===== src/design/wlld_pkg.sv =====
`timescale 1ns / 1ps
// ----------------------------------------------------------------------------
// wlld_pkg
// Shared types, codes and helpers of the weighted least-load dispatcher.
// ----------------------------------------------------------------------------
package wlld_pkg;

    // Fixed widths of the beat fields and of the internal arithmetic.
    localparam int SERVERS  = 3;
    localparam int SRV_W    = 2;
    localparam int KIND_W   = 2;
    localparam int LEN_W    = 4;
    localparam int WGT_W    = 3;
    localparam int COST_W   = 7;
    localparam int LOAD_W   = 16;
    localparam int SUM_W    = 17;
    localparam int STATUS_W = 3;
    localparam int ENTRY_W  = 6;
    localparam int CFG_IDX_W = 3;

    // Operation codes of an input beat.
    localparam logic ACT_DISPATCH = 1'b0;
    localparam logic ACT_COMPLETE = 1'b1;

    // Request kinds.
    localparam logic [KIND_W-1:0] KIND_M   = 2'd0;
    localparam logic [KIND_W-1:0] KIND_P   = 2'd1;
    localparam logic [KIND_W-1:0] KIND_V   = 2'd2;
    localparam logic [KIND_W-1:0] KIND_BAD = 2'd3;

    // Server numbers with a special meaning.
    localparam logic [SRV_W-1:0] SRV_FIRST = 2'd0;
    localparam logic [SRV_W-1:0] SRV_ONE   = 2'd1;
    localparam logic [SRV_W-1:0] SRV_BACK  = 2'd2;
    localparam logic [SRV_W-1:0] SRV_NONE  = 2'd3;

    // Result status codes.
    localparam logic [STATUS_W-1:0] ST_DISPATCHED = 3'd0;
    localparam logic [STATUS_W-1:0] ST_COMPLETED  = 3'd1;
    localparam logic [STATUS_W-1:0] ST_EMPTY      = 3'd2;
    localparam logic [STATUS_W-1:0] ST_FULL       = 3'd3;
    localparam logic [STATUS_W-1:0] ST_BAD_KIND   = 3'd4;

    // Configuration register indexes.
    localparam logic [CFG_IDX_W-1:0] CFG_M_FRONT = 3'd0;
    localparam logic [CFG_IDX_W-1:0] CFG_P_FRONT = 3'd1;
    localparam logic [CFG_IDX_W-1:0] CFG_V_FRONT = 3'd2;
    localparam logic [CFG_IDX_W-1:0] CFG_M_BACK  = 3'd3;
    localparam logic [CFG_IDX_W-1:0] CFG_P_BACK  = 3'd4;
    localparam logic [CFG_IDX_W-1:0] CFG_V_BACK  = 3'd5;

    // Weight set held by the configuration registers.
    typedef struct packed {
        logic [WGT_W-1:0] m_front;
        logic [WGT_W-1:0] p_front;
        logic [WGT_W-1:0] v_front;
        logic [WGT_W-1:0] m_back;
        logic [WGT_W-1:0] p_back;
        logic [WGT_W-1:0] v_back;
    } weights_t;

    // Loads of all servers.
    typedef logic [SERVERS-1:0][LOAD_W-1:0] loads_t;

    // Outcome of the least-load choice.
    typedef struct packed {
        logic [SRV_W-1:0] server;
        logic [SUM_W-1:0] sum;
    } pick_t;

    // Weight of a kind on the front servers or on the back server.
    function automatic logic [WGT_W-1:0] weight_of(input weights_t w, input logic back,
                                                   input logic [KIND_W-1:0] kind);
        logic [WGT_W-1:0] wt;
        unique case (kind)
            KIND_M:  wt = back ? w.m_back : w.m_front;
            KIND_P:  wt = back ? w.p_back : w.p_front;
            default: wt = back ? w.v_back : w.v_front;
        endcase
        return wt;
    endfunction

    // Cost of a request: weight times length.
    function automatic logic [COST_W-1:0] cost_of(input logic [WGT_W-1:0] wt,
                                                  input logic [LEN_W-1:0] len);
        return COST_W'(wt) * COST_W'(len);
    endfunction

endpackage


===== src/design/wlld_pick.sv =====
`timescale 1ns / 1ps
// ----------------------------------------------------------------------------
// wlld_pick
// Cost of a request on each server and choice of the least loaded one.
// ----------------------------------------------------------------------------
module wlld_pick (
    input  wlld_pkg::weights_t                weights,
    input  wlld_pkg::loads_t                  loads,
    input  logic [wlld_pkg::KIND_W-1:0]       kind,
    input  logic [wlld_pkg::LEN_W-1:0]        len,
    output wlld_pkg::pick_t                   pick
);

    logic [wlld_pkg::COST_W-1:0] cost [wlld_pkg::SERVERS];
    logic [wlld_pkg::SUM_W-1:0]  sum  [wlld_pkg::SERVERS];
    logic [wlld_pkg::COST_W-1:0] best_cost;

    // Costs and candidate loads; only the back server has its own weights.
    always_comb
    begin
        for (int i = 0; i < wlld_pkg::SERVERS; i++)
        begin
            cost[i] = wlld_pkg::cost_of(
                wlld_pkg::weight_of(weights, (i == wlld_pkg::SERVERS - 1), kind), len);
            sum[i]  = {1'b0, loads[i]} + wlld_pkg::SUM_W'(cost[i]);
        end
    end

    // Smallest sum wins; on equal sums the smaller cost, then the lower index.
    always_comb
    begin
        pick.server = wlld_pkg::SRV_FIRST;
        pick.sum    = sum[0];
        best_cost   = cost[0];
        if (sum[1] < pick.sum || (sum[1] == pick.sum && cost[1] < best_cost))
        begin
            pick.server = wlld_pkg::SRV_ONE;
            pick.sum    = sum[1];
            best_cost   = cost[1];
        end
        if (sum[2] < pick.sum || (sum[2] == pick.sum && cost[2] < best_cost))
        begin
            pick.server = wlld_pkg::SRV_BACK;
            pick.sum    = sum[2];
            best_cost   = cost[2];
        end
    end

endmodule


===== config.mk =====
export PLATFORM = sky130hd
export DESIGN_NAME = wlld_pick
export DESIGN_NICKNAME = d
export VERILOG_FILES = /design/src/design/wlld_pkg.sv /design/src/design/wlld_pick.sv
export SDC_FILE = /design/constraint.sdc
export NUM_CORES = 1
export LEC_CHECK = 0
export BUFFER_PORTS_ARGS = -buffer_cell sky130_fd_sc_hd__buf_2
export CELL_PAD_IN_SITES_DETAIL_PLACEMENT = 0
export CELL_PAD_IN_SITES_GLOBAL_PLACEMENT = 2
export CORE_UTILIZATION = 32
export DETAILED_ROUTE_END_ITERATION = 6
export GPL_ROUTABILITY_DRIVEN = 0
export PLACE_DENSITY_LB_ADDON = 0.1
export SYNTH_ARGS = -nofsm -noshare
export SYNTH_HDL_FRONTEND = slang
export SYNTH_SLANG_ARGS = --single-unit

===== constraint.sdc =====
create_clock -name vclk -period 14.93
set_clock_uncertainty 0.05 [all_clocks]
set_input_delay 2.986 -clock vclk [all_inputs]
set_output_delay 2.986 -clock vclk [all_outputs]
set_load 0.02 [all_outputs]

Yosys cells after proc, flatten, opt, wreduce, memory -nomap -nowiden
Index checks and enable logic that the tools add are counted.
Widths: inputs -> output; s select.
{ "word_totals": {"register_bits": 0, "latchBits": 0, "ram_bits": 0, "rom_bits": 0, "input_bits": 72, "wordCells": 21, "memories": 0} }
{ "classes": {"n_addsub": 3, "n_mul": 2, "div": 0, "n_lt_le_gt_ge": 4, "eq_ne": 3, "n_shift": 0, "muxes": 4, "bitwise_logic": 0, "n_reduce_logical": 5} }
{ "op_table": {"columns": ["cell", "n"], "rows": [
  ["$add 16x7->17", 3],
  ["$eq 17x17->1", 2],
  ["$lt 17x17->1", 2],
  ["$mux 19", 1],
  ["$mux 18", 1],
  ["$lt 7x7->1", 2],
  ["$mul 3x4->7", 2],
  ["$pmux 3 s2", 2],
  ["$eq 2x1->1 const B", 1],
  ["$logic_and 1x1->1", 2],
  ["$logic_not 2->1", 1],
  ["$logic_or 1x1->1", 2]
]} }

Depth between registers and ports, before layout
{ "depth": {"ltp_word": 12, "mapped_depth": 38} }

Worst setup path before layout
Ideal clock, no wire load.
{ "synth_timing": {"path_kind": "input to output", "from": "input kind[0] (netlist bit)", "to": "output pick[10] (netlist bit)", "t_arrival_ps": 9967, "t_required_ps": 11894, "setup_slack_ps": 1927, "stages": 34, "path_cell_list": "buf_2 -> mux2i_1 -> nor2_1 -> a21oi_1 -> nor2_1 -> fa_1 -> ha_1 -> fa_1 -> xor2_1 -> ha_1 -> and3_1 -> a221o_1 -> o41ai_2 -> nor2_1 -> nand3_1 -> xnor2_1 -> inv_1 -> ha_1 -> a21o_1 -> a21o_2 -> a221oi_1 -> o21ai_4 -> buf_8 -> mux2i_1 -> ha_1 -> a21oi_1 -> o22ai_1 -> o211ai_1 -> a31oi_1 -> a2111oi_0 -> a31oi_1 -> buf_2 -> buf_4 -> mux2i_1"} }
{ "synth_rtl": {"columns": ["element", "line", "text"], "rows": [
  ["start: declaration", "wlld_pick.sv:9", "input logic [wlld_pkg::KIND_W-1:0] kind,"],
  ["end: declaration", "wlld_pick.sv:11", "output wlld_pkg::pick_t pick"]
]} }

==> out/qor.csv <==
stage,metric,value,unit
outcome,run_status,"finished, final reports clean",
logic_synthesis,yosysWarningCount,0,
min_path,hold_path.class,input port to output port,
routing,first_pass_iters,6,
die,core_area,10300,um^2
timing,maxSlewViolCount,0,
finish,nClkBuffers,0,
logic_synthesis,syn_nets,573,
worst_setup_path,worstPathRequired,11.89,ns
routing,drt_iter0_markers,57,
die,rows,37,
routing,wl_per_cell,13.3,um
finish,insertedDiodeCount,0,
finish,regArea,0,um^2
timing,period_minus_slack,14.28,ns
pwr,power.density,79.5,nW/um^2
finish,design_area,3970,um^2
die,die_h,105,um
worst_setup_path,critPathCaptureType,output port,
worst_setup_path,slowest_stage,a31oi_2,
worst_setup_path,cp.arrival,11.24,ns
finish,final_nets,662,
routing,vias,3085,
global_route,grt_util_met2,31.7,%
worst_setup_path,path_max_fanout,18,
global_route,grt-ovfl-total,0,
finish,synthToLayoutAreaGrowth,17.9,%
finish,final_util,38.7,%
finish,seq_cells,0,
timing,hold_violations,0,
global_route,use_met1,19.3,%
logic_synthesis,syn_area_per_cell,8.00,um^2
logic_synthesis,synth_common_cells,"ha_1 (71), inv_1 (60), mux2i_1 (33)",
logic_synthesis,synth_cell_type_count,59,
worst_setup_path,crit_type,input port to output port,
worst_setup_path,path_common_cell,ha_1,
timing,fmax,70.1,MHz
placement,io_buffers,91,
die,pin_count,91,
logic_synthesis,netlist.area_leader.share,26.4,%
finish,n_fill_cell,1129,
timing,finalCritPeriodShare,95.6,%
worst_setup_path,start_kind,input port,
die,die_w,105,um
routing,drtAntennaViolNets,0,
die,dieArea,10900,um^2
flow_run,maxCapViolCount,0,
logic_synthesis,yosysSeqAreaShare,0,%
die,initial_core_util,32.8,%
logic_synthesis,syn_area,3370,um^2
finish,drive_gt1_share,23.6,%
timing,maxSlewHeadroom,52.3,%
logic_synthesis,yosysMostFrequentCell,ha_1,
timing,rsz0062_at_grt,no,
global_route,grt_pass1_wl,14.4,mm
global_route,track_usage,15.8,%
pwr,finalPower,316,uW
timing,setup_viol,0,
clocking,ctsResizeCount,0,
worst_setup_path,cpPeakStageDelay,0.60,ns
finish,multiInputGateArea,3110,um^2
global_route,grt_max_degree,19,
global_route,top_usage_layer,met2,
pwr,power.leakage,0.00220,uW
timing,finalSetupTns,0,ns
placement,hpwlAfterDp,7.84,mm
routing,drc_errors,0,
placement,dpl-instance-area,3970,um^2
timing,worst_pin_slew,0.697,ns
global_route,grtUsageMet3,0.873,%
routing,wirelength,8.57,mm
logic_synthesis,synth_cells,421,
logic_synthesis,yosysTopAreaCell,ha_1,
global_route,grt_pass1_vias,3087,
global_route,antenna_found_initial,0,
clocking,post_cts_buffers,0,
pwr,vdd_drop_max,0.0239,mV
clocking,cts_hold_buf,0,
logic_synthesis,synthTopCellsByArea,"ha_1 (26%), mux2i_1 (9.8%), inv_1 (6.7%)",
routing,viasPerCell,4.79,
cell usage in the layout, fill, tap and decap left out, types with 2 or more instances in the layout:
cell type and n:
buf_2 91, ha_1 71, inv_1 60, mux2i_1 33, xor2_1 22, nor2_1 21
xnor2_1 21, nand2_1 19, a21oi_1 18, a21o_1 15, nand3_1 13, o21ai_0 11
nor2b_1 10, and2_1 9, fa_1 9, and3_1 8, nand2b_1 7, mux2_2 5
nand4_1 4, o211ai_1 4, or2_2 3, a21boi_0 3, a21o_2 3, nor3b_1 3
nor3_1 2, mux2_4 2, and4_1 2, a2111oi_0 2, a211oi_1 2, o21a_1 2
a31oi_1 2, o211a_1 2, o21ai_4 2, xor2_2 2, or3_1 2
report_power, final:
part           internal [uW]  switching (uW)
Combinational            136             179
Clock                      0               0
Sequential                 0               0
critical path: cells and delay by family:
family,cells,cell delay [ns]
adder cells (fa/ha/maj),6,2.02
multiplexers,3,0.95
AND/OR/NAND/NOR,7,0.90
buffers and inverters,4,0.76
AO/OA/AOI/OAI,10,3.03
XOR/XNOR,2,0.59
logic make-up (layout without fill, tap and decap cells):
family                   after synthesis  in the layout  share of synthesized area, %
adder cells (fa/ha/maj)               80             80                          31.7
XOR/XNOR                              45             45                          12.1
AND/OR/NAND/NOR                      111            111                          18.1
buffers and inverters                 65            152                          7.76
multiplexers                          40             40                          12.4
AO/OA/AOI/OAI                         80             80                          17.9
final cells by class:
class	count	share of cell area [%]
inverter	60	5.67
multi-input combinational	356	78.4
tap	136	4.28
timing repair buffer	92	11.7
through the flow:
step | setup WS, ns | cells | hold slack, ns
2_1_floorplan | 1.93 | 421 | 6.14
3_3_place_gp | 0.596 | 644 | 6.36
3_5_place_dp | 0.627 | 644 | 6.36
4_1_cts | 0.601 | 644 | 6.36
5_1_grt | 0.0252 | 644 | 6.38
6_report | 0.655 | 644 | 6.36
final timing paths:
kind	end	cells after the start	start	slack (ns)
max	pick[0]	32	kind[0]	0.65
min	pick[16]	4	loads[47]	6.36
per-layer routing:
layer  part of all wire [%]  wire (um)
met3                    3.5        301
met5                      0          0
met4                      0          0
met2                     52       4480
met1                     44       3790
No activity file was read; power rests on OpenSTA's default activity.
