===== src/design/wlld_pkg.sv =====
`timescale 1ns / 1ps
// ----------------------------------------------------------------------------
// wlld_pkg
// Shared types, codes and helpers of the weighted least-load dispatcher.
// ----------------------------------------------------------------------------
package wlld_pkg;

    // Fixed widths of the beat fields and of the internal arithmetic.
    localparam int SERVERS  = 3;
    localparam int SRV_W    = 2;
    localparam int KIND_W   = 2;
    localparam int LEN_W    = 4;
    localparam int WGT_W    = 3;
    localparam int COST_W   = 7;
    localparam int LOAD_W   = 16;
    localparam int SUM_W    = 17;
    localparam int STATUS_W = 3;
    localparam int ENTRY_W  = 6;
    localparam int CFG_IDX_W = 3;

    // Operation codes of an input beat.
    localparam logic ACT_DISPATCH = 1'b0;
    localparam logic ACT_COMPLETE = 1'b1;

    // Request kinds.
    localparam logic [KIND_W-1:0] KIND_M   = 2'd0;
    localparam logic [KIND_W-1:0] KIND_P   = 2'd1;
    localparam logic [KIND_W-1:0] KIND_V   = 2'd2;
    localparam logic [KIND_W-1:0] KIND_BAD = 2'd3;

    // Server numbers with a special meaning.
    localparam logic [SRV_W-1:0] SRV_FIRST = 2'd0;
    localparam logic [SRV_W-1:0] SRV_ONE   = 2'd1;
    localparam logic [SRV_W-1:0] SRV_BACK  = 2'd2;
    localparam logic [SRV_W-1:0] SRV_NONE  = 2'd3;

    // Result status codes.
    localparam logic [STATUS_W-1:0] ST_DISPATCHED = 3'd0;
    localparam logic [STATUS_W-1:0] ST_COMPLETED  = 3'd1;
    localparam logic [STATUS_W-1:0] ST_EMPTY      = 3'd2;
    localparam logic [STATUS_W-1:0] ST_FULL       = 3'd3;
    localparam logic [STATUS_W-1:0] ST_BAD_KIND   = 3'd4;

    // Configuration register indexes.
    localparam logic [CFG_IDX_W-1:0] CFG_M_FRONT = 3'd0;
    localparam logic [CFG_IDX_W-1:0] CFG_P_FRONT = 3'd1;
    localparam logic [CFG_IDX_W-1:0] CFG_V_FRONT = 3'd2;
    localparam logic [CFG_IDX_W-1:0] CFG_M_BACK  = 3'd3;
    localparam logic [CFG_IDX_W-1:0] CFG_P_BACK  = 3'd4;
    localparam logic [CFG_IDX_W-1:0] CFG_V_BACK  = 3'd5;

    // Weight set held by the configuration registers.
    typedef struct packed {
        logic [WGT_W-1:0] m_front;
        logic [WGT_W-1:0] p_front;
        logic [WGT_W-1:0] v_front;
        logic [WGT_W-1:0] m_back;
        logic [WGT_W-1:0] p_back;
        logic [WGT_W-1:0] v_back;
    } weights_t;

    // Loads of all servers.
    typedef logic [SERVERS-1:0][LOAD_W-1:0] loads_t;

    // Outcome of the least-load choice.
    typedef struct packed {
        logic [SRV_W-1:0] server;
        logic [SUM_W-1:0] sum;
    } pick_t;

    // Weight of a kind on the front servers or on the back server.
    function automatic logic [WGT_W-1:0] weight_of(input weights_t w, input logic back,
                                                   input logic [KIND_W-1:0] kind);
        logic [WGT_W-1:0] wt;
        unique case (kind)
            KIND_M:  wt = back ? w.m_back : w.m_front;
            KIND_P:  wt = back ? w.p_back : w.p_front;
            default: wt = back ? w.v_back : w.v_front;
        endcase
        return wt;
    endfunction

    // Cost of a request: weight times length.
    function automatic logic [COST_W-1:0] cost_of(input logic [WGT_W-1:0] wt,
                                                  input logic [LEN_W-1:0] len);
        return COST_W'(wt) * COST_W'(len);
    endfunction

endpackage


===== src/design/wlld_cfg_regs.sv =====
`timescale 1ns / 1ps
// ----------------------------------------------------------------------------
// wlld_cfg_regs
// Weight registers written through the configuration channel.
// ----------------------------------------------------------------------------
module wlld_cfg_regs (
    input  logic                              clk,
    input  logic                              rst_n,
    input  logic                              cfg_valid,
    output logic                              cfg_ready,
    input  logic [wlld_pkg::CFG_IDX_W-1:0]    cfg_index,
    input  logic [wlld_pkg::WGT_W-1:0]        cfg_data,
    output wlld_pkg::weights_t                weights
);

    wlld_pkg::weights_t weights_reg;

    // Writes are always taken; an index beyond the list is dropped.
    assign cfg_ready = 1'b1;
    assign weights   = weights_reg;

    always_ff @(posedge clk or negedge rst_n)
    begin
        if (!rst_n)
        begin
            weights_reg.m_front <= 3'd2;
            weights_reg.p_front <= 3'd1;
            weights_reg.v_front <= 3'd1;
            weights_reg.m_back  <= 3'd1;
            weights_reg.p_back  <= 3'd2;
            weights_reg.v_back  <= 3'd3;
        end
        else if (cfg_valid && cfg_ready)
        begin
            unique case (cfg_index)
                wlld_pkg::CFG_M_FRONT: weights_reg.m_front <= cfg_data;
                wlld_pkg::CFG_P_FRONT: weights_reg.p_front <= cfg_data;
                wlld_pkg::CFG_V_FRONT: weights_reg.v_front <= cfg_data;
                wlld_pkg::CFG_M_BACK:  weights_reg.m_back  <= cfg_data;
                wlld_pkg::CFG_P_BACK:  weights_reg.p_back  <= cfg_data;
                wlld_pkg::CFG_V_BACK:  weights_reg.v_back  <= cfg_data;
                default:               weights_reg         <= weights_reg;
            endcase
        end
    end

endmodule


===== config.mk =====
export PLATFORM = sky130hd
export DESIGN_NAME = wlld_cfg_regs
export DESIGN_NICKNAME = d
export VERILOG_FILES = /design/src/design/wlld_pkg.sv /design/src/design/wlld_cfg_regs.sv
export SDC_FILE = /design/constraint.sdc
export NUM_CORES = 1
export LEC_CHECK = 0
export BUFFER_PORTS_ARGS = -buffer_cell sky130_fd_sc_hd__buf_2
export CAP_MARGIN = 20
export CORE_MARGIN = 2
export CORE_UTILIZATION = 51
export DETAILED_ROUTE_END_ITERATION = 16
export PLACE_DENSITY = 0.89
export SLEW_MARGIN = 25
export SYNTH_ARGS = -nofsm -noshare
export SYNTH_HDL_FRONTEND = slang
export SYNTH_SLANG_ARGS = --single-unit
export TNS_END_PERCENT = 30

===== constraint.sdc =====
create_clock -name clk -period 2.2 [get_ports clk]
set_input_delay 0.55 -clock clk [delete_from_list [all_inputs] [get_ports clk]]
set_output_delay 0.55 -clock clk [all_outputs]
set_load 0.01 [all_outputs]

After elaboration in Yosys (flattened, before gate mapping). Index checks and enable logic that the tools add are counted.

Register bits after elaboration: 18. Bits of input ports: 9. Output and inout port bits: 19. Word-level logic and storage cells: 18.

Eq/ne operators: 5. Reductions and logical operators: 7.

Operators by type and width (count): 2-bit AND reduction (6); 3-bit by 2-bit equality test with 1-bit output, second input constant (2); 3-bit equality test, second input constant (2); 3-bit by 1-bit equality test with 1-bit output, second input constant (1); 3-bit logical NOT (1).

Logic depth before layout (Yosys ltp). Gate-level depths: netlist (run 1).

Word-level depth: 2. Gate-level depth with buffers: 2. Mapped depth without buffers: 2.

Worst setup path before layout (run 1). OpenSTA, ideal clock, no wires.

Path kind: input port to flip-flop. Start point: in cfg_index[1] (netlist name). End point: reg weights_reg, in the netlist weights[15]. Library setup time: 0.125 ns. Arrival time: 1.213 ns. Required time: 2.075 ns. Setup slack: 0.862 ns. Cell stages on the path: 2. Buffers on the path: 0. Cells stage by stage: nor4b_4 -> mux2_2.

Longest elaborated chain between the ends: 2.

RTL lines: start, declared (line wlld_cfg_regs.sv:11) `input logic [wlld_pkg::CFG_IDX_W-1:0] cfg_index,`; 3-bit logical NOT (line wlld_cfg_regs.sv:35) `unique case (cfg_index)`; 2-bit AND reduction (no source line); end signal, assigned (line wlld_cfg_regs.sv:42) `default: weights_reg <= weights_reg;`; end, declared (line wlld_cfg_regs.sv:16) `wlld_pkg::weights_t weights_reg;`.

Every way passes these cells. A chain may end at the register's enable or synchronous reset.

Worst setup path in the final report (run 1).
Start point: reg weights_reg, in the netlist weights[6]. End point: out weights[6] (netlist name).

RTL lines: end, declared (line wlld_cfg_regs.sv:13) `output wlld_pkg::weights_t weights`.

No word-level cell between the ends.

==> summary.txt, run 1 <==
Logic synthesis
  • EDFF count, synth: 0
  • Synth Net Count: 53
  • Synthesized area: between 700 and 800 µm²
  • Cell with the most instances after synthesis: dfrtp_1
  • Primary FF master, synth: dfrtp_1
  • Post-synth top area share: between 30% and 40%
  • Cells after Synth: 44
  • Distinct cells, synth: 9
  • Seq/Total Area, Yosys: just under 60%
  • Yosys reg bits: 18
  • Asr flop ratio synth: between 90% and 100%
  • Ys Warns: 0
  • Leading area contributor after synthesis: dfrtp_1
  • Synth cell count leaders: 11 x dfrtp_1, 9 x mux2_2, 9 x mux2_4, 7 x dfstp_2, 3 x and4bb_4
  • Mean post-synth cell area: about 18 µm²
  • Synth area leaders: dfrtp_1 35%, dfstp_2 23%, mux2_4 17%

Critical path
  • Critical Path Fanout Max: 2
  • CP arrival: ~0.96 ns
  • Critical R2R Launch: weights[3]
  • Slowest-stage cell, CP: dfstp_2
  • Largest delay share family, worst path: flip-flops
  • CP Capture Type: output pin
  • Critical Path Source: weights[6]
  • CP peak stage delay: about 0.55 ns
  • CP cell instances: buf_2
  • WP data required: around 1.7 ns
  • WS Path Type: reg -> out
  • Critical path buffer and inverter count: 1
  • Worst Setup Start Kind: register

Floorplanning
  • Core area: about 0.0015 mm²
  • Row cnt: 14
  • Area of the die: between 0.0015 and 0.002 mm²
  • Initial core utilization: between 50 and 60%
  • Die width: about 44 µm
  • IO Count: 28
  • Die height: roughly 44 µm

Timing
  • Ratio of final minimum period to clock period: 68.5%
  • TNS Setup: 0 ns
  • Number of hold violations in the final report: 0
  • Setup violators final: 0
  • Achievable clock frequency: 664 MHz
  • Tmin final: ~1.5 ns
  • RSZ-0062 raised after global routing: false
  • Skew final: 0 ns
  • Slew Limit Fails: 0

Placed design
  • Placed cell count: between 80 and 90
  • Placer congestion estimate: 0.698
  • Port buffer count: 26
  • Dpl hpwl: 1010 µm

Global route
  • First-pass GRT wire length: slightly above 2000 µm
  • GRT Util Overall: 15.4%
  • Largest net degree at the start of global routing: 19
  • GR Overflow Total: 0
  • Initial antenna violation count: 0
  • Vias in the first global route: around 460

Clock network
  • Post-cts resize count: 0
  • Clk sink count: 18
  • Setup bufs post-CTS: 0
  • Clock Latency Late Sink: 0.29 ns
  • Hold_buf cts: 0
  • Clock Tree Buf Depth: 2
  • Depth of the CTS H-tree: 1
  • Root Buffer: clkbuf_4
  • Reg clk slew, reported paths: about 0.1 ns
  • TritonCTS clock tree: done
  • Cts bufs inserted: 3

Final layout
  • Fill count: ~100
  • Final Net Count: a little over 80
  • Max reg flops: 18
  • # diodes: 0
  • Synth-to-layout area growth: 22.4%
  • Share of layout cells above drive strength 1: between 80% and 90%
  • Non-Filler Instances: a little under 90

Route
  • Post-route antenna net violation count: 0
  • Initial DRC Count: 9
  • Via density per instance: around 5.4
  • Wire per inst: approximately 15 µm
  • TritonRoute pass-1 iters: 4
  • Routed vias: between 400 and 500
  • WL final: 1350 µm
  • DRC Markers: 0

Min path
  • Hold Crit Class: in -> async

Power
  • VDD IR max: 0.483 mV
  • Power density cells: 918 mW/mm²
  • Cell leakage power: 0.459 nW

Run
  • Max Cap Viol: 0

Outcome
  • Status: finished, final reports clean
## worst paths after layout
path / depth (start not counted) / slack [ns] / end
max: 1 / 0.69 / weights[6]
min: 1 / 0.16 / weights[14]
max reg2reg: 1 / 1.43 / weights[3]
min reg2reg: 1 / 0.52 / weights[7]
max in group asynchronous: 1 / 1.72 / weights[16]
min in group clk: 1 / 0.52 / weights[7]
## cells in the final DEF (no fill, tap or decap), drive strengths merged
master	count
dfrtp	11
nand4b	2
and4bb	3
conb	1
nor4b	1
dfstp	7
clkbuf	4
mux2	18
buf	26
## layout make-up
cell class,count,area (µm²),area share [%]
clock buffers,4,36.3,3.72
multi-input cells,25,330,33.8
flip-flops and latches,18,459,47.1
well taps,16,20.0,2.05
repair buffers,26,130,13.3
## through the flow
| step | setup slack, ns | instance area [µm²] | total power (W) | utilization [%] | hold slack [ns] |
|---|---|---|---|---|---|
| 2_1_floorplan | 0.862 | 797 | 0.000600 | - | 0.254 |
| 3_3_place_gp | 0.685 | 940 | 0.000698 | 63.1 | 0.483 |
| 3_5_place_dp | 0.639 | 940 | 0.000708 | 63.1 | 0.492 |
| 4_1_cts | 0.685 | 976 | 0.000907 | 65.5 | 0.170 |
| 5_1_grt | 0.662 | 976 | 0.000940 | 65.5 | 0.181 |
| 6_report | 0.694 | 976 | 0.000895 | 65.5 | 0.161 |
## cells by family (layout without fill, tap and decap cells)
logic type | Yosys count | in the layout | synth area share, %
buf+inv | 1 | 30 | 0.942
other cells | 1 | 1 | 0.471
simple gates | 6 | 6 | 11.3
flops | 18 | 18 | 57.6
mux | 18 | 18 | 29.7
## layer usage
layer	wire [µm]	up-vias	global-route usage, %
li1	-	219	-
met1	566	241	18.9
met2	679	18	24.8
met3	64	4	2.50
met4	34	0	10.9
met5	0	-	0
## report_power, final
part	leakage (nW)	switching [W]	internal, W
logic	0.233	0.000103	0.000134
clock network	0.0210	0.0000985	0.000101
registers	0.206	0.0000354	0.000424
No activity file was read; power rests on OpenSTA's default activity.
==> inputs of run 2 (changes only) <==
--- a/config.mk
+++ b/config.mk
@@ -5,12 +5,13 @@
 export SDC_FILE = /design/constraint.sdc
 export NUM_CORES = 1
 export LEC_CHECK = 0
+export ABC_AREA = 1
 export BUFFER_PORTS_ARGS = -buffer_cell sky130_fd_sc_hd__buf_2
 export CAP_MARGIN = 20
 export CORE_MARGIN = 2
-export CORE_UTILIZATION = 51
+export CORE_UTILIZATION = 47
 export DETAILED_ROUTE_END_ITERATION = 16
-export PLACE_DENSITY = 0.89
+export PLACE_DENSITY = 0.84
 export SLEW_MARGIN = 25
 export SYNTH_ARGS = -nofsm -noshare
 export SYNTH_HDL_FRONTEND = slang
==> constraint.sdc (replaced) <==
create_clock -name clk -period 1.4 [get_ports clk]
set_input_delay 0.35 -clock clk [delete_from_list [all_inputs] [get_ports clk]]
set_output_delay 0.35 -clock clk [all_outputs]
set_load 0.01 [all_outputs]
==> summary.txt, run 2 <==
Critical path
  • CP arrival: 0.95 ns
  • WS Path Type: reg -> out
  • CP Capture Type: output pin
  • Slowest-stage cell, CP: dfstp_2
  • Critical Path Fanout Max: 2
  • CP cell instances: buf_2
  • CP peak stage delay: approximately 0.54 ns
  • Worst Setup Start Kind: register
  • WP data required: ~1.1 ns
  • Largest delay share family, worst path: flip-flops
  • Critical path buffer and inverter count: 1

Logic synthesis
  • Cells after Synth: 94
  • Seq/Total Area, Yosys: a little under three fifths
  • Yosys reg bits: 18
  • EDFF count, synth: 0
  • Leading area contributor after synthesis: dfrtp_1
  • Ys Warns: 0
  • Distinct cells, synth: 13
  • Cell with the most instances after synthesis: nand2_1
  • Post-synth top area share: 34.3%
  • Synthesized area: about 800 µm²
  • Mean post-synth cell area: between 8 and 9 µm²
  • Asr flop ratio synth: between 90% and 100%
  • Primary FF master, synth: dfrtp_1
  • Synth area leaders: dfrtp_1 34%, dfstp_2 23%, nand2_1 22%
  • Synth cell count leaders: 47 x nand2_1, 15 x nand3_1, 11 x dfrtp_1, 7 x dfstp_2
  • Synth Net Count: approximately 100

Floorplanning
  • Area of the die: 0.00205 mm²
  • Die width: about 45 µm
  • IO Count: 28
  • Core area: between 0.0015 and 0.002 mm²
  • Row cnt: 14
  • Initial core utilization: around 51%
  • Die height: approximately 45 µm

Timing
  • Ratio of final minimum period to clock period: 93.1%
  • Setup violators final: 0
  • Achievable clock frequency: 767 MHz
  • TNS Setup: 0 ns
  • Number of hold violations in the final report: 0
  • Skew final: 0 ns
  • Worst hold slack: 0.309 ns
  • Tmin final: approximately 1.3 ns
  • RSZ-0062 raised after global routing: false
  • Slew Limit Fails: 0

Route
  • Routed vias: between 600 and 700
  • Initial DRC Count: 19
  • DRC Markers: 0
  • WL final: roughly 1500 µm
  • Via density per instance: roughly 5.0
  • TritonRoute pass-1 iters: 4
  • Post-route antenna net violation count: 0
  • Wire per inst: around 11 µm

Run
  • Max Cap Viol: 0

Power
  • Pint: 0.000877 W
  • Cell leakage power: about 0.55 nW
  • VDD IR max: approximately 0.77 mV
  • P_sw: 0.000382 W
  • Switch share: 30.3%
  • Register share of total power: between 50% and 60%
  • Power density cells: around 1300 mW/mm²
  • Clock Power Share: 20.9%
  • Comb power frac: 24.3%

Min path
  • Hold Crit Class: in -> reg

Global route
  • Largest net degree at the start of global routing: 19
  • First-pass GRT wire length: approximately 2500 µm
  • GR Overflow Total: 0
  • GRT Util Overall: 17.4%
  • Vias in the first global route: between 500 and 600
  • Initial antenna violation count: 0

Final layout
  • Final Core Density: 62.2%
  • Max reg flops: 18
  • Most common cell after layout, fill and taps aside: nand2_1
  • Fin area: 970 µm²
  • # diodes: 0
  • Synth-to-layout area growth: 20.9%
  • Commonest non-fill, non-tap cells in the layout: 47 x nand2_1, 26 x buf_2, 15 x nand3_1, 11 x dfrtp_1, 7 x dfstp_2
  • Share of layout cells above drive strength 1: a little over a third
  • Final Net Count: between 100 and 150

Clock network
  • Root Buffer: clkbuf_4
  • Cts bufs inserted: 3
  • TritonCTS clock tree: done
  • Depth of the CTS H-tree: 1
  • Clk sink count: 18
  • Reg clk slew, reported paths: ~0.10 ns
  • Clock Tree Buf Depth: 2
  • Clock Latency Late Sink: between 0.2 and 0.3 ns
  • Setup bufs post-CTS: 0

Placed design
  • Port buffer count: 26
  • Dpl hpwl: between 1000 and 1500 µm
  • Placed inst area: 933 µm²
  • Placer congestion estimate: 0.723

Outcome
  • Status: finished, final reports clean
run 2: power by group through the flow:
stage	Sequential (W)	Clock [W]	Combinational (W)
floorplan	0.000752	0	0.000110
global placement	0.000698	0	0.000301
detailed placement	0.000701	0	0.000308
CTS	0.000692	0.000267	0.000312
global route	0.000705	0.000291	0.000346
finish	0.000690	0.000263	0.000307
run 2: cell families after synthesis:
group,synth area share [%]
buffers and inverters,4.68
flip-flops,57.3
other,0.468
AND/OR/NAND/NOR,37.6
run 2: through the flow:
step           total power [W]  worst slack (ns)  instances
2_1_floorplan         0.000862             0.521         94
3_3_place_gp          0.000999             0.260        134
3_5_place_dp           0.00101             0.234        134
4_1_cts                0.00127            0.0916        139
5_1_grt                0.00134            0.0522        139
6_report               0.00126            0.0967        139
run 2: final cells by class:
type | count | area (µm²)
repair buffers | 27 | 140
well taps | 16 | 20.0
flip-flops and latches | 18 | 459
fillers | 157 | 589
multi-input cells | 69 | 305
clock buffers | 4 | 26.3
inverters | 5 | 18.8
run 2: worst paths after layout:
check,from,endpoint,slack (ns),cells after the start
max,weights[4],weights[4],0.1,1
min,cfg_data[1],weights[1],0.31,3
max reg2reg,weights[0],weights[0],0.70,2
min reg2reg,weights[6],weights[6],0.46,2
max in group asynchronous,rst_n,weights[12],0.57,2
min in group asynchronous,rst_n,weights[11],0.50,2
run 2: what timing repair did:
action | CTS | global route
resized for setup | 0 | 0
endpoints found under the hold margin | 11 | 0
hold buffers | 1 | 0
run 2: routing by layer:
| layer | GRT usage [%] | vias up | wire length (µm) |
|---|---|---|---|
| li1 | - | 348 | - |
| met1 | 24.4 | 312 | 706 |
| met2 | 25.4 | 33 | 677 |
| met3 | 4.80 | 2 | 133 |
| met4 | 7.06 | 0 | 18 |
| met5 | 0 | - | 0 |
==> inputs of run 3 (changes only) <==
--- a/config.mk
+++ b/config.mk
@@ -8,7 +8,6 @@
 export ABC_AREA = 1
 export BUFFER_PORTS_ARGS = -buffer_cell sky130_fd_sc_hd__buf_2
 export CAP_MARGIN = 20
-export CORE_MARGIN = 2
 export CORE_UTILIZATION = 47
 export DETAILED_ROUTE_END_ITERATION = 16
 export PLACE_DENSITY = 0.84
==> summary.txt, run 3 (same netlist as run 2, synthesis figures left out) <==
Outcome
  • Status: finished, final reports clean

Floorplanning
  • Initial core utilization: a little over half
  • Area of the die: 0.00188 mm²
  • Row cnt: 14
  • Core area: 0.00154 mm²
  • IO Count: 28
  • Die height: 43.3 µm
  • Die width: 43.3 µm

Critical path
  • Critical R2R Launch: weights[0]
  • WS Path Type: reg -> out
  • WP data required: 1.05 ns
  • Largest delay share family, worst path: flip-flops
  • Reg2reg setup slack: roughly 0.70 ns
  • CP peak stage delay: ~0.54 ns
  • Slowest-stage cell, CP: dfstp_2
  • CP Capture Type: output pin
  • Worst Setup Start Kind: register
  • Critical path buffer and inverter count: 1
  • Critical Path Fanout Max: 2
  • CP arrival: about 0.95 ns
  • Reg2Reg Depth: 2
  • RR Endpoint: weights[0]
  • CP cell instances: buf_2

Clock network
  • TritonCTS clock tree: done
  • Root Buffer: clkbuf_4
  • Depth of the CTS H-tree: 1
  • Clk sink count: 18
  • Reg clk slew, reported paths: roughly 0.09 ns
  • Cts bufs inserted: 3
  • Clock Latency Late Sink: 0.29 ns
  • Clock Tree Buf Depth: 2

Final layout
  • Fill count: 143
  • Synth-to-layout area growth: 22.2%
  • Most common cell after layout, fill and taps aside: nand2_1
  • Sequential cell area: approximately 460 µm²
  • Share of layout cells above drive strength 1: between 30% and 40%
  • Final Net Count: between 100 and 150
  • Max reg flops: 18
  • # diodes: 0
  • Area of the multi-input gates: about 310 µm²
  • Commonest non-fill, non-tap cells in the layout: 47 x nand2_1, 26 x buf_2, 15 x nand3_1, 11 x dfrtp_1, 7 x dfstp_2

Global route
  • GRT Util Overall: between 10% and 20%
  • Initial antenna violation count: 0
  • Vias in the first global route: 583
  • First-pass GRT wire length: ~2500 µm
  • Largest net degree at the start of global routing: 19
  • GR Overflow Total: 0

Run
  • Max Cap Viol: 0

Route
  • Routed vias: slightly below 700
  • DRC Markers: 0
  • Post-route antenna net violation count: 0
  • Wire per inst: roughly 11 µm
  • Initial DRC Count: 21
  • WL final: around 1500 µm
  • TritonRoute pass-1 iters: 4
  • Via density per instance: just under 5

Timing
  • Slew Limit Fails: 0
  • TNS Setup: 0 ns
  • Setup violators final: 0
  • Skew final: 0 ns
  • Ratio of final minimum period to clock period: between 90 and 100%
  • Number of hold violations in the final report: 0
  • RSZ-0062 raised after global routing: false
  • Achievable clock frequency: between 700 and 800 MHz
  • Worst hold slack: 0.311 ns
  • Tmin final: between 1 and 1.5 ns

Power
  • VDD IR max: slightly below 0.8 mV
  • Power density cells: around 1300 mW/mm²
  • Cell leakage power: 0.555 nW

Placed design
  • Dpl hpwl: around 1200 µm
  • Port buffer count: 26
  • Placer congestion estimate: 0.780

Min path
  • Hold Crit Class: in -> reg
  • Worst Hold Path Cells: 3
  • Hold path startpoint: cfg_data[0]
  • Hold path endpoint: weights[0]
## run 3: cell type report
class	instances	area share (%)
clock buffers	4	3.70
inverters	5	1.92
multi-input cells	69	31.2
flip-flops and latches	18	46.9
well taps	16	2.04
repair buffers	27	14.3
## run 3: worst max path at each step
stage | slack (ns) | cells after the start | endpoint | from
floorplan | 0.52 | 0 | weights[0] | weights[0]
global placement | 0.27 | 5 | weights[15] | cfg_index[2]
detailed placement | 0.24 | 5 | weights[14] | cfg_index[2]
CTS | 0.09 | 1 | weights[9] | weights[9]
global route | 0.06 | 1 | weights[9] | weights[9]
finish | 0.1 | 1 | weights[0] | weights[0]
## run 3: repair_timing
action,CTS,global route
endpoints found under the hold margin,11,0
setup endpoints to repair,0,0
buffers inserted,0,0
gates resized for setup,0,0
hold buffers,1,0
## run 3: layer usage
metal	up-vias	part of all wire, %	global-route usage [%]
li1	349	-	-
met1	313	47	24.3
met2	27	47	28.1
met3	2	4.5	2.55
met4	0	1.5	7.27
met5	-	0	0
## run 3: report_power, final
| part | total [W] | switching (W) | internal, W |
|---|---|---|---|
| logic | 0.000304 | 0.000181 | 0.000123 |
| clock network | 0.000307 | 0.000148 | 0.000158 |
| registers | 0.000695 | 0.0000515 | 0.000644 |
| total | 0.00131 | 0.000381 | 0.000925 |
## run 3: through the flow
| step | util, % | cells | setup WS, ns | instance area (µm²) | power, W |
|---|---|---|---|---|---|
| 2_1_floorplan | - | 94 | 0.521 | 802 | 0.000862 |
| 3_3_place_gp | 60.6 | 134 | 0.267 | 933 | 0.000996 |
| 3_5_place_dp | 60.6 | 134 | 0.243 | 933 | 0.00101 |
| 4_1_cts | 63.6 | 139 | 0.0870 | 980 | 0.00132 |
| 5_1_grt | 63.6 | 139 | 0.0639 | 980 | 0.00139 |
| 6_report | 63.6 | 139 | 0.0997 | 980 | 0.00131 |
